--- config.mk ---
export PLATFORM = sky130hd
export DESIGN_NAME = lidar_frame_parser_with_timeout_core_flat
export DESIGN_NICKNAME = d
export VERILOG_FILES = /design/src/hdl/lfp_pkg.sv /design/src/hdl/lfp_if.sv /design/src/hdl/lfp_frame.sv /design/src/hdl/lfp_timeout.sv /design/src/hdl/lidar_frame_parser_with_timeout_core.sv /design/src/flat_wrapper.sv
export SDC_FILE = /design/constraint.sdc
export NUM_CORES = 1
export LEC_CHECK = 0
export ABC_AREA = 0
export BUFFER_PORTS_ARGS = -buffer_cell sky130_fd_sc_hd__buf_2
export CAP_MARGIN = 20
export CORE_MARGIN = 4
export CORE_UTILIZATION = 55
export CTS_CLUSTER_DIAMETER = 100
export CTS_CLUSTER_SIZE = 10
export DETAILED_ROUTE_END_ITERATION = 12
export PLACE_DENSITY = 0.76
export SLEW_MARGIN = 20
export SYNTH_ARGS = -nofsm -noshare
export SYNTH_HDL_FRONTEND = slang
export SYNTH_SLANG_ARGS = --single-unit
--- constraint.sdc ---
create_clock -name i_clk -period 6.85 [get_ports i_clk]
set_clock_uncertainty 0.15 [all_clocks]
set_input_delay 0.685 -clock i_clk [delete_from_list [all_inputs] [get_ports i_clk]]
set_output_delay 0.685 -clock i_clk [all_outputs]
set_load 0.01 [all_outputs]
--- src/hdl/lfp_pkg.sv ---
// Shared types and constants for the range-sensor frame parser.
// No dependencies.
`default_nettype none

package lfp_pkg;

    localparam logic [7:0]  HEADER_BYTE = 8'h59;
    localparam logic [15:0] LIMIT_RESET = 16'd1000;

    localparam int NUM_DATA = 6;

    typedef logic [3:0] t_pos;

    localparam t_pos POS_HDR0  = 4'd0;
    localparam t_pos POS_HDR1  = 4'd1;
    localparam t_pos POS_DATA0 = 4'd2;
    localparam t_pos POS_CKSUM = 4'd8;

    localparam logic REQ_BYTE = 1'b0;
    localparam logic REQ_TICK = 1'b1;

    typedef struct packed {
        logic               done;
        logic               bad;
        logic signed [15:0] distance;
        logic signed [15:0] strength;
        logic signed [15:0] temperature;
    } t_frame_res;

endpackage

`default_nettype wire

--- src/hdl/lfp_if.sv ---
// Request and result channel interfaces for the frame parser.
// No dependencies.
`default_nettype none

interface lfp_req_if;
    logic       valid;
    logic       ready;
    logic       req_type;
    logic [7:0] rx_byte;
    logic [7:0] tick_ms;

    modport source (output valid, output req_type, output rx_byte, output tick_ms,
                    input ready);
    modport sink   (input valid, input req_type, input rx_byte, input tick_ms,
                    output ready);
endinterface

interface lfp_res_if;
    logic               valid;
    logic               ready;
    logic               frame_done;
    logic               checksum_bad;
    logic signed [15:0] distance;
    logic signed [15:0] strength;
    logic signed [15:0] temperature;
    logic               offline;

    modport source (output valid, output frame_done, output checksum_bad,
                    output distance, output strength, output temperature,
                    output offline, input ready);
    modport sink   (input valid, input frame_done, input checksum_bad,
                    input distance, input strength, input temperature,
                    input offline, output ready);
endinterface

`default_nettype wire

--- src/hdl/lfp_frame.sv ---
// 9-byte frame recognizer: header hunt, running checksum, data latch.
// Depends on lfp_pkg.
`default_nettype none

module lfp_frame (
    input  wire logic              i_clk,
    input  wire logic              i_rst_n,
    input  wire logic              i_byte_en,
    input  wire logic [7:0]        i_byte,
    output lfp_pkg::t_frame_res    o_next
);
    import lfp_pkg::*;

    t_pos               r_pos, n_pos;
    logic [7:0]         r_sum, n_sum;
    logic [7:0]         r_data [NUM_DATA];
    logic signed [15:0] r_dist, r_str, r_temp;
    t_pos               w_pos;
    logic               w_good;

    always_comb begin
        w_pos  = (r_pos > POS_CKSUM) ? POS_HDR0 : r_pos;
        n_pos  = r_pos;
        n_sum  = r_sum;
        w_good = 1'b0;
        o_next.done = 1'b0;
        o_next.bad  = 1'b0;
        if (i_byte_en) begin
            if (w_pos == POS_HDR0 || w_pos == POS_HDR1) begin
                if (i_byte == HEADER_BYTE) begin
                    n_sum = ((w_pos == POS_HDR0) ? 8'd0 : r_sum) + i_byte;
                    n_pos = w_pos + t_pos'(1);
                end else begin
                    n_sum = 8'd0;
                    n_pos = POS_HDR0;
                end
            end else if (w_pos == POS_CKSUM) begin
                w_good      = (r_sum == i_byte);
                o_next.done = w_good;
                o_next.bad  = !w_good;
                n_sum       = 8'd0;
                n_pos       = POS_HDR0;
            end else begin
                n_sum = r_sum + i_byte;
                n_pos = w_pos + t_pos'(1);
            end
        end
        o_next.distance    = w_good ? {r_data[1], r_data[0]} : r_dist;
        o_next.strength    = w_good ? {r_data[3], r_data[2]} : r_str;
        o_next.temperature = w_good ? {r_data[5], r_data[4]} : r_temp;
    end

    always_ff @(posedge i_clk) begin
        if (!i_rst_n) begin
            r_pos  <= POS_HDR0;
            r_sum  <= 8'd0;
            r_dist <= '0;
            r_str  <= '0;
            r_temp <= '0;
        end else begin
            r_pos  <= n_pos;
            r_sum  <= n_sum;
            r_dist <= o_next.distance;
            r_str  <= o_next.strength;
            r_temp <= o_next.temperature;
        end
    end

    always_ff @(posedge i_clk) begin
        for (int k = 0; k < NUM_DATA; k++) begin
            if (i_byte_en && w_pos == POS_DATA0 + t_pos'(k)) begin
                r_data[k] <= i_byte;
            end
        end
    end

endmodule

`default_nettype wire

--- src/hdl/lfp_timeout.sv ---
// Silence counter and offline flag driven by time ticks and good frames.
// Depends on lfp_pkg.
`default_nettype none

module lfp_timeout (
    input  wire logic        i_clk,
    input  wire logic        i_rst_n,
    input  wire logic        i_tick_en,
    input  wire logic [7:0]  i_tick_ms,
    input  wire logic        i_frame_good,
    input  wire logic [15:0] i_limit,
    output logic             o_offline_next
);
    import lfp_pkg::*;

    logic [15:0] r_count, n_count;
    logic        r_offline;
    logic [16:0] w_sum;

    always_comb begin
        w_sum          = {1'b0, r_count} + {9'd0, i_tick_ms};
        n_count        = r_count;
        o_offline_next = r_offline;
        if (i_frame_good) begin
            n_count        = 16'd0;
            o_offline_next = 1'b0;
        end else if (i_tick_en) begin
            if (r_count < i_limit) begin
                n_count = w_sum[16] ? 16'hFFFF : w_sum[15:0];
            end else begin
                o_offline_next = 1'b1;
            end
        end
    end

    always_ff @(posedge i_clk) begin
        if (!i_rst_n) begin
            r_count   <= 16'd0;
            r_offline <= 1'b0;
        end else begin
            r_count   <= n_count;
            r_offline <= o_offline_next;
        end
    end

endmodule

`default_nettype wire

--- src/hdl/lidar_frame_parser_with_timeout_core.sv ---
// Range-sensor frame parser with silence timeout, top level.
// Depends on lfp_pkg, lfp_if, lfp_frame, lfp_timeout.
//
// Takes one request per cycle (received byte or time tick) while the output
// register is empty or being drained in the same cycle, and returns one
// result per request, from that register, in the cycle after acceptance.
// Results carry the latched distance, strength and temperature of the last
// good frame, frame_done / checksum_bad for the request's byte, and the
// offline flag. The offline limit is written through i_cfg_wr_en /
// i_cfg_wr_data; the user must do so only while idle, as the block does not
// enforce it. The limit resets to 1000 ms.
`default_nettype none

module lidar_frame_parser_with_timeout_core (
    input  wire logic        i_clk,
    input  wire logic        i_rst_n,
    lfp_req_if.sink          i_req,
    lfp_res_if.source        o_res,
    input  wire logic        i_cfg_wr_en,
    input  wire logic [15:0] i_cfg_wr_data
);
    import lfp_pkg::*;

    logic [15:0] r_limit_ms;
    logic        w_accept;
    logic        w_byte_en;
    logic        w_tick_en;
    logic        w_offline_next;
    t_frame_res  w_next;
    t_frame_res  r_res;
    logic        r_offline;
    logic        r_valid;

    assign i_req.ready = !r_valid || o_res.ready;
    assign w_accept    = i_req.valid && i_req.ready;
    assign w_byte_en   = w_accept && (i_req.req_type == REQ_BYTE);
    assign w_tick_en   = w_accept && (i_req.req_type == REQ_TICK);

    always_ff @(posedge i_clk) begin
        if (!i_rst_n) begin
            r_limit_ms <= LIMIT_RESET;
        end else if (i_cfg_wr_en) begin
            r_limit_ms <= i_cfg_wr_data;
        end
    end

    lfp_frame u_frame (
        .i_clk     (i_clk),
        .i_rst_n   (i_rst_n),
        .i_byte_en (w_byte_en),
        .i_byte    (i_req.rx_byte),
        .o_next    (w_next)
    );

    lfp_timeout u_timeout (
        .i_clk          (i_clk),
        .i_rst_n        (i_rst_n),
        .i_tick_en      (w_tick_en),
        .i_tick_ms      (i_req.tick_ms),
        .i_frame_good   (w_next.done),
        .i_limit        (r_limit_ms),
        .o_offline_next (w_offline_next)
    );

    always_ff @(posedge i_clk) begin
        if (!i_rst_n) begin
            r_valid <= 1'b0;
        end else if (w_accept) begin
            r_valid <= 1'b1;
        end else if (o_res.ready) begin
            r_valid <= 1'b0;
        end
    end

    always_ff @(posedge i_clk) begin
        if (w_accept) begin
            r_res     <= w_next;
            r_offline <= w_offline_next;
        end
    end

    assign o_res.valid        = r_valid;
    assign o_res.frame_done   = r_res.done;
    assign o_res.checksum_bad = r_res.bad;
    assign o_res.distance     = r_res.distance;
    assign o_res.strength     = r_res.strength;
    assign o_res.temperature  = r_res.temperature;
    assign o_res.offline      = r_offline;

endmodule

`default_nettype wire

--- src/flat_wrapper.sv ---
// flat-port wrapper written by rule: the top's interface ports become plain ports
module lidar_frame_parser_with_timeout_core_flat import lfp_pkg::*;
  (i_clk, i_rst_n, i_cfg_wr_en, i_cfg_wr_data, i_req_valid, i_req_req_type, i_req_rx_byte, i_req_tick_ms, i_req_ready, o_res_valid, o_res_frame_done, o_res_checksum_bad, o_res_distance, o_res_strength, o_res_temperature, o_res_offline, o_res_ready);
  lfp_req_if i_req_i ();
  lfp_res_if o_res_i ();
  input  wire logic i_clk;
  input  wire logic i_rst_n;
  input  wire logic i_cfg_wr_en;
  input  wire logic [15:0] i_cfg_wr_data;
  input wire logic [$bits(i_req_i.valid)-1:0] i_req_valid;
  input wire logic [$bits(i_req_i.req_type)-1:0] i_req_req_type;
  input wire logic [$bits(i_req_i.rx_byte)-1:0] i_req_rx_byte;
  input wire logic [$bits(i_req_i.tick_ms)-1:0] i_req_tick_ms;
  output wire logic [$bits(i_req_i.ready)-1:0] i_req_ready;
  output wire logic [$bits(o_res_i.valid)-1:0] o_res_valid;
  output wire logic [$bits(o_res_i.frame_done)-1:0] o_res_frame_done;
  output wire logic [$bits(o_res_i.checksum_bad)-1:0] o_res_checksum_bad;
  output wire logic [$bits(o_res_i.distance)-1:0] o_res_distance;
  output wire logic [$bits(o_res_i.strength)-1:0] o_res_strength;
  output wire logic [$bits(o_res_i.temperature)-1:0] o_res_temperature;
  output wire logic [$bits(o_res_i.offline)-1:0] o_res_offline;
  input wire logic [$bits(o_res_i.ready)-1:0] o_res_ready;
  assign i_req_i.valid = i_req_valid;
  assign i_req_i.req_type = i_req_req_type;
  assign i_req_i.rx_byte = i_req_rx_byte;
  assign i_req_i.tick_ms = i_req_tick_ms;
  assign i_req_ready = i_req_i.ready;
  assign o_res_valid = o_res_i.valid;
  assign o_res_frame_done = o_res_i.frame_done;
  assign o_res_checksum_bad = o_res_i.checksum_bad;
  assign o_res_distance = o_res_i.distance;
  assign o_res_strength = o_res_i.strength;
  assign o_res_temperature = o_res_i.temperature;
  assign o_res_offline = o_res_i.offline;
  assign o_res_i.ready = o_res_ready;
  lidar_frame_parser_with_timeout_core u_core (.i_clk(i_clk), .i_rst_n(i_rst_n), .i_req(i_req_i), .o_res(o_res_i), .i_cfg_wr_en(i_cfg_wr_en), .i_cfg_wr_data(i_cfg_wr_data));
endmodule
==> results.toml, run 1 <==
[run_status]
outcome = "complete, no violations"

[worst_hold_path]
hold_path_class = "in -> reg"

[layout]
syn_to_final_growth_pct = 14.4
n_antenna_cell = 0
drive_above_1_share_pct = 22.7
nets = 835
layoutNonFillerInstCount = 949
seqCellArea_sq_um = 4850
multiInputGateArea_sq_um = 3160
nFillCells = 1107

[setup_path]
worstSetupPathType = "reg -> reg"
reg2reg_slack_ns = 3.68
worst-path-buf-inv = 0
slowest_stage = "fa_1"
arrival_ns = 3.33
crit_path_end_kind = "flip-flop"
worstSetupStartpointType = "flip-flop"
path_max_fanout = 8
critical_path.top_delay_family = "simple AND/OR/NAND/NOR gates"
endpoint = "u_core.u_frame.r_sum[6]$_SDFFE_PN0P_"
crit_path_frequent_cell = "nor2_1"
startpoint = "u_core.u_frame.r_pos[2]$_SDFFE_PN0P_"
r2r_end = "u_core.u_frame.r_sum[6]$_SDFFE_PN0P_"
cp.depth = 12
max_stage_delay_ns = 0.45
required_ns = 7.01
rr_worst_depth = 12
crit_chain = "nor2b_1 > nor2_1 > nand2_1 > and2_1 > ha_1 > fa_1 > a211oi_1 > o21ai_0 > a21oi_1 > xnor2_1 > a221oi_1 > nor2_1"
r2r_start = "u_core.u_frame.r_pos[2]$_SDFFE_PN0P_"

[sta]
setup-tns-final_ns = 0
post-route-period-util_pct = 46.3
setup_violations = 0
drv_slew = 0
relSlewSlack_pct = 51.9
whs_ns = 0.326
tightestPinTransition_ns = 0.722
fmax_mhz = 315
fin_crit_ns = 3.17
hold_violations = 0
rsz0062_at_grt = "false"

[placed_design]
io_buffers = 90
dp_hpwl_mm = 11.0
dp_cells = 917
gp_congestion = 0.914

[logic_synthesis]
syn-cell-area_sq_um = 8240
synthFlopType = "edfxtp_1"
synth.largest_area_cell = "edfxtp_1"
async_flop_share_pct = 0
yosys.area.top_type_share_pct = 36.1
syn-num-nets = 745
synth_cell_types = 54
ys_ff_latch = 193
synth.yosys.seq_area_share_pct = 58.9
yosysWarningCount = 0
syn_inst = 662
synth_edf_count = 99
syn_avg_cell_area_sq_um = 12.5
ys_top_cells_by_area = "edfxtp_1 (36%), dfxtp_1 (23%), ha_1 (6.4%)"

[global_route]
antenna_found_initial = 0
grt_pass1_vias = 5427
grt.overflow.total = 0
grt_pass1_wl_mm = 26.4
grt_max_degree = 53
grt_usage_pct = 20.2

[power]
p_int_uw = 1830
clkPwrFrac_pct = 40.1
netSwitchingFraction_pct = 22.6
leakagePower_uw = 0.00391
power.share.combinational_pct = 7.1
seq_power_share_pct = 52.8
switching_power_uw = 536
peakVddDrop_v = 0.000162
p_per_area_nw_per_um2 = 251

[clock_tree]
cts_hold_buf = 0
clk_root_buffer_cell = "clkbuf_16"
clkTransAtPathRegs_ns = 0.07
htree_num_levels = 4
cts_tree = "done"
cts_resized = 0
clk_latency_ns = 0.43
clockBufferDepth = 2
cts_sinks = 193
cts_buffers = 17
post_cts_buffers = 0

[die]
die_area_sq_um = 17000
die_h_microns = 130
die_w_microns = 130
io_pins = 91
start_util_pct = 56.5
rows = 44
coreArea_sq_um = 14600

[drt]
routedWlPerCell_microns = 17.4
vias_per_cell = 5.64
detail_route.drc_violations = 0
ant_nets = 0
drt_iter0_drc = 279
drt_pre_antenna_iters = 5
wirelength_mm = 16.5
num_vias = 5351

[run]
cap_violations = 0
==> placed cells by master, fill, tap and decap left out, types with 3 or more instances in the layout <==
master	Yosys	final
a211oi_1	5	5
a21boi_0	4	4
a21o_1	5	5
a21oi_1	29	29
a221oi_1	6	6
a22oi_1	3	3
a31oi_1	3	3
and2_1	57	56
and3_1	8	8
buf_2	0	90
buf_4	5	4
clkbuf_16	0	19
clkinv_2	0	3
dfxtp_1	94	94
edfxtp_1	99	99
fa_1	3	3
ha_1	42	42
inv_1	32	32
mux2_1	7	7
mux2_2	41	41
mux2i_1	12	12
nand2_1	27	27
nand2b_1	3	3
nand3_1	12	12
nor2_1	20	20
nor2b_1	17	17
nor3_1	12	12
nor3b_1	4	4
nor4_1	3	3
o2111ai_1	4	4
o211ai_1	9	9
o21a_1	3	3
o21ai_0	27	27
o31a_1	3	3
xnor2_1	11	11
xor2_1	7	7
==> power by group through the flow <==
stage,sequential [uW],clock (uW),combinational (uW)
final,1250,951,169
after global routing,1250,1020,189
after CTS,1250,964,170
after detailed placement,1280,0,169
after global placement,1280,0,163
after floorplan,1280,0,100
==> sequential cells by signal, summed over array words and instances, names as in the netlist <==
signal                      count
u_core.o_res.valid              1
u_core.r_limit_ms              16
u_core.u_frame.r_str           16
u_core.o_res.offline            1
u_core.o_res.temperature       16
u_core.u_frame.r_dist          16
u_core.o_res.distance          16
u_core.o_res.checksum_bad       1
u_core.o_res.frame_done         1
u_core.u_timeout.r_count       16
u_core.u_frame.r_pos            4
u_core.u_frame.r_data          48
u_core.u_timeout.r_offline      1
u_core.u_frame.r_temp          16
u_core.o_res.strength          16
u_core.u_frame.r_sum            8
==> final cells by class <==
type                    count  share of cell area [%]
repair buffers             94                    5.10
well taps                 184                    2.44
inverters                  32                    1.27
clock buffers              23                    5.41
flip-flops and latches    193                    51.5
multi-input cells         414                    33.6
clock inverters             9                   0.717
==> worst min-delay path by stage <==
stage	startpoint	slack (ns)	to	depth (start not counted)
after floorplan	u_core.u_timeout.r_offline$_SDFF_PN0_	0.29	u_core.u_timeout.r_offline$_SDFF_PN0_	2
after global placement	u_core.u_timeout.r_offline$_SDFF_PN0_	0.31	u_core.u_timeout.r_offline$_SDFF_PN0_	2
after detailed placement	u_core.u_timeout.r_offline$_SDFF_PN0_	0.32	u_core.u_timeout.r_offline$_SDFF_PN0_	2
after CTS	i_cfg_wr_data[7]	0.31	u_core.r_limit_ms[7]$_SDFFE_PN1P_	3
after global routing	i_cfg_wr_data[8]	0.32	u_core.r_limit_ms[8]$_SDFFE_PN1P_	3
final	i_cfg_wr_data[7]	0.33	u_core.r_limit_ms[7]$_SDFFE_PN1P_	3
==> per-stage QoR <==
stage | setup slack [ns] | area [sq um] | utilization (%) | power [uW]
4_1_cts | 3.69 | 9430 | 64.6 | 2380
6_report | 3.68 | 9430 | 64.6 | 2370
3_5_place_dp | 3.38 | 8850 | 60.7 | 1450
3_3_place_gp | 3.47 | 8850 | 60.7 | 1440
5_1_grt | 3.44 | 9430 | 64.6 | 2460
2_1_floorplan | 3.28 | 8240 | - | 1380
==> cells in the mapped netlist (9+ instances only) <==
master / count
clkbuf_1: 17
dfxtp_1: 94
inv_1: 32
a21oi_1: 29
o21ai_0: 27
mux2_2: 41
mux2i_1: 12
xnor2_1: 11
nor3_1: 12
o211ai_1: 9
nor2_1: 20
nand3_1: 12
and2_1: 57
nor2b_1: 17
nand2_1: 27
ha_1: 42
edfxtp_1: 99
==> worst register-to-register path: stages (launching register included) <==
cell      delay (ns)
dfxtp_1         0.35
nor2b_1         0.22
nor2_1          0.25
nand2_1         0.21
and2_1          0.22
ha_1            0.20
fa_1            0.45
a211oi_1        0.24
o21ai_0         0.14
a21oi_1         0.18
xnor2_1         0.08
a221oi_1        0.27
nor2_1          0.09
==> routing by layer <==
metal | GRT usage [%] | up-vias | share of wire, %
li1 | - | 2584 | -
met1 | 24.3 | 2575 | 42
met2 | 34.8 | 149 | 50
met3 | 4.51 | 43 | 4.6
met4 | 9.07 | 0 | 3.0
met5 | 0 | - | 0
==> cells by family after synthesis <==
family          after synthesis  share of synthesized area, %
compound gates              115                          9.32
xor+xnor                     18                          1.91
fa+ha+maj                    45                          7.10
buf+inv                      55                          2.73
flops                       193                          58.9
mux                          60                          8.01
simple gates                176                          12.0
No activity file was read; power rests on OpenSTA's default activity.
==> run 2, diff against run 1 <==
Clock period 6.85 ns to 3 ns, I/O delays scaled along.
==> results.toml, run 2 (synthesis gave the netlist of run 1 again) <==
[run_status]
outcome = "complete, no violations"

[power]
peakVddDrop_v = 0.000441
p_per_area_nw_per_um2 = 569
leakagePower_uw = 0.00407
p_total_uw = 5570

[clock_tree]
cts_tree = "done"
clk_latency_ns = 0.43
clkTransAtPathRegs_ns = 0.07
htree_num_levels = 4
clockBufferDepth = 2
clk_root_buffer_cell = "clkbuf_16"
cts_sinks = 193
cts_buffers = 17

[global_route]
antenna_found_initial = 0
grt_pass1_wl_mm = 27.4
grt_pass1_vias = 5523
grt_max_degree = 79
grt.overflow.total = 0
grt_usage_pct = 21.1

[worst_hold_path]
hp-start = "i_req_rx_byte[7]"
hold_path_class = "in -> reg"

[layout]
nets = 866
final_common_cell = "edfxtp_1"
largest_reg_flops = 48
layout_common_cells = "edfxtp_1 (99), buf_2 (90), dfxtp_1 (90)"
drive_above_1_share_pct = 25.1
n_antenna_cell = 0
largest-register = "u_core.u_frame.r_data"
nFillCells = 1032
syn_to_final_growth_pct = 18.7

[setup_path]
worstSetupPathType = "reg -> reg"
r2r_start = "u_core.u_frame.r_pos[1]$_SDFFE_PN0P_"
crit_path_end_kind = "flip-flop"
path_max_fanout = 7
arrival_ns = 3.05
worstSetupStartpointType = "flip-flop"
startpoint = "u_core.u_frame.r_pos[1]$_SDFFE_PN0P_"
required_ns = 3.17

[sta]
relSlewSlack_pct = 45.9
post-route-period-util_pct = 96.0
fin_crit_ns = 2.88
tightestPinTransition_ns = 0.811
drv_slew = 0
fmax_mhz = 347
fin_ws_ns = 0.119
hold_violations = 0
setup_violations = 0

[die]
io_pins = 91
coreArea_sq_um = 14600
die_h_microns = 130
die_w_microns = 130
start_util_pct = 56.5
rows = 44
die_area_sq_um = 17000

[run]
cap_violations = 0

[placed_design]
io_buffers = 90
dp_slack_ns = -0.103
dp_hpwl_mm = 11.3
gp_congestion = 0.928

[drt]
drt_pre_antenna_iters = 5
detail_route.drc_violations = 0
ant_nets = 0
routedWlPerCell_microns = 17.5
wirelength_mm = 17.2
num_vias = 5536
vias_per_cell = 5.65
drt_iter0_drc = 311
-- run 2: changes by cell type in the layout (fill, tap and decap cells not counted), sizes merged --
cell         before  now
clkbuf           23   18
buf              94  108
clkinv            4    6
dlygate4sd3       0   17
inv              35   38
clkinvlp          2    0
bufinv            0    2
-- run 2: worst max-delay path, cell delays in order, from the launching register on --
cell and delay [ns]:
dfxtp_2 0.35, nor2b_1 0.17, inv_1 0.12, ha_4 0.16, nand2_2 0.09, and2_1 0.18
ha_2 0.18, fa_2 0.39, a211oi_2 0.25, o21ai_1 0.11, a21oi_1 0.18, xnor2_1 0.08
a221oi_1 0.26, nor2_1 0.09
-- run 2: what timing repair did --
| item | 4_1_cts | 5_1_grt |
|---|---|---|
| hold buffers | 17 | 0 |
| endpoints found under the hold margin | 17 | 0 |
| setup buffers | 0 | 1 |
| pin swaps | 0 | 6 |
| resized for setup | 2 | 12 |
| setup endpoints to repair | 1 | 4 |
-- run 2: path summary, 6_finish.rpt --
kind,to,slack (ns),depth (start not counted)
worst max-delay path,u_core.u_frame.r_sum[6]$_SDFFE_PN0P_,0.12,13
worst min-delay path,u_core.u_frame.r_data[4][7]$_DFFE_PP_,0.09,1
worst max register to register,u_core.u_frame.r_sum[6]$_SDFFE_PN0P_,0.12,13
worst min register to register,u_core.u_timeout.r_offline$_SDFF_PN0_,0.33,2
-- run 2: per-stage QoR --
stage          utilization [%]  TNS (ns)  instance area, sq um  hold slack [ns]  cells
2_1_floorplan                -         0                  8240            0.249    662
3_3_place_gp              61.4         0                  8960            0.309    930
3_5_place_dp              61.4    -0.103                  8960            0.311    930
4_1_cts                   66.7         0                  9740           0.0618    979
5_1_grt                   67.1  -0.00700                  9780           0.0675    980
6_report                  67.1         0                  9780           0.0887    980
-- run 2: power breakdown --
part	internal, uW	total [uW]	switching, uW
Combinational	175	423	249
Clock	1260	2290	1030
Sequential	2830	2860	29.6
-- run 2: area by class of cell --
cell class	instances	area [sq um]	area share, %
flip-flops and latches	193	4860	49.7
multi-input cells	414	3210	32.8
repair buffers	125	768	7.85
clock buffers	18	429	4.39
well taps	184	230	2.35
clock inverters	14	169	1.73
inverters	32	120	1.23
-- run 2: routing by layer --
layer	wire, microns	global-route usage (%)	share of wire [%]	vias to the layer above
met5	0	0	0	-
met4	509	9.38	3.0	0
met3	1080	5.20	6.3	45
met2	8460	35.3	49	203
met1	7150	26.1	42	2632
li1	-	-	-	2656
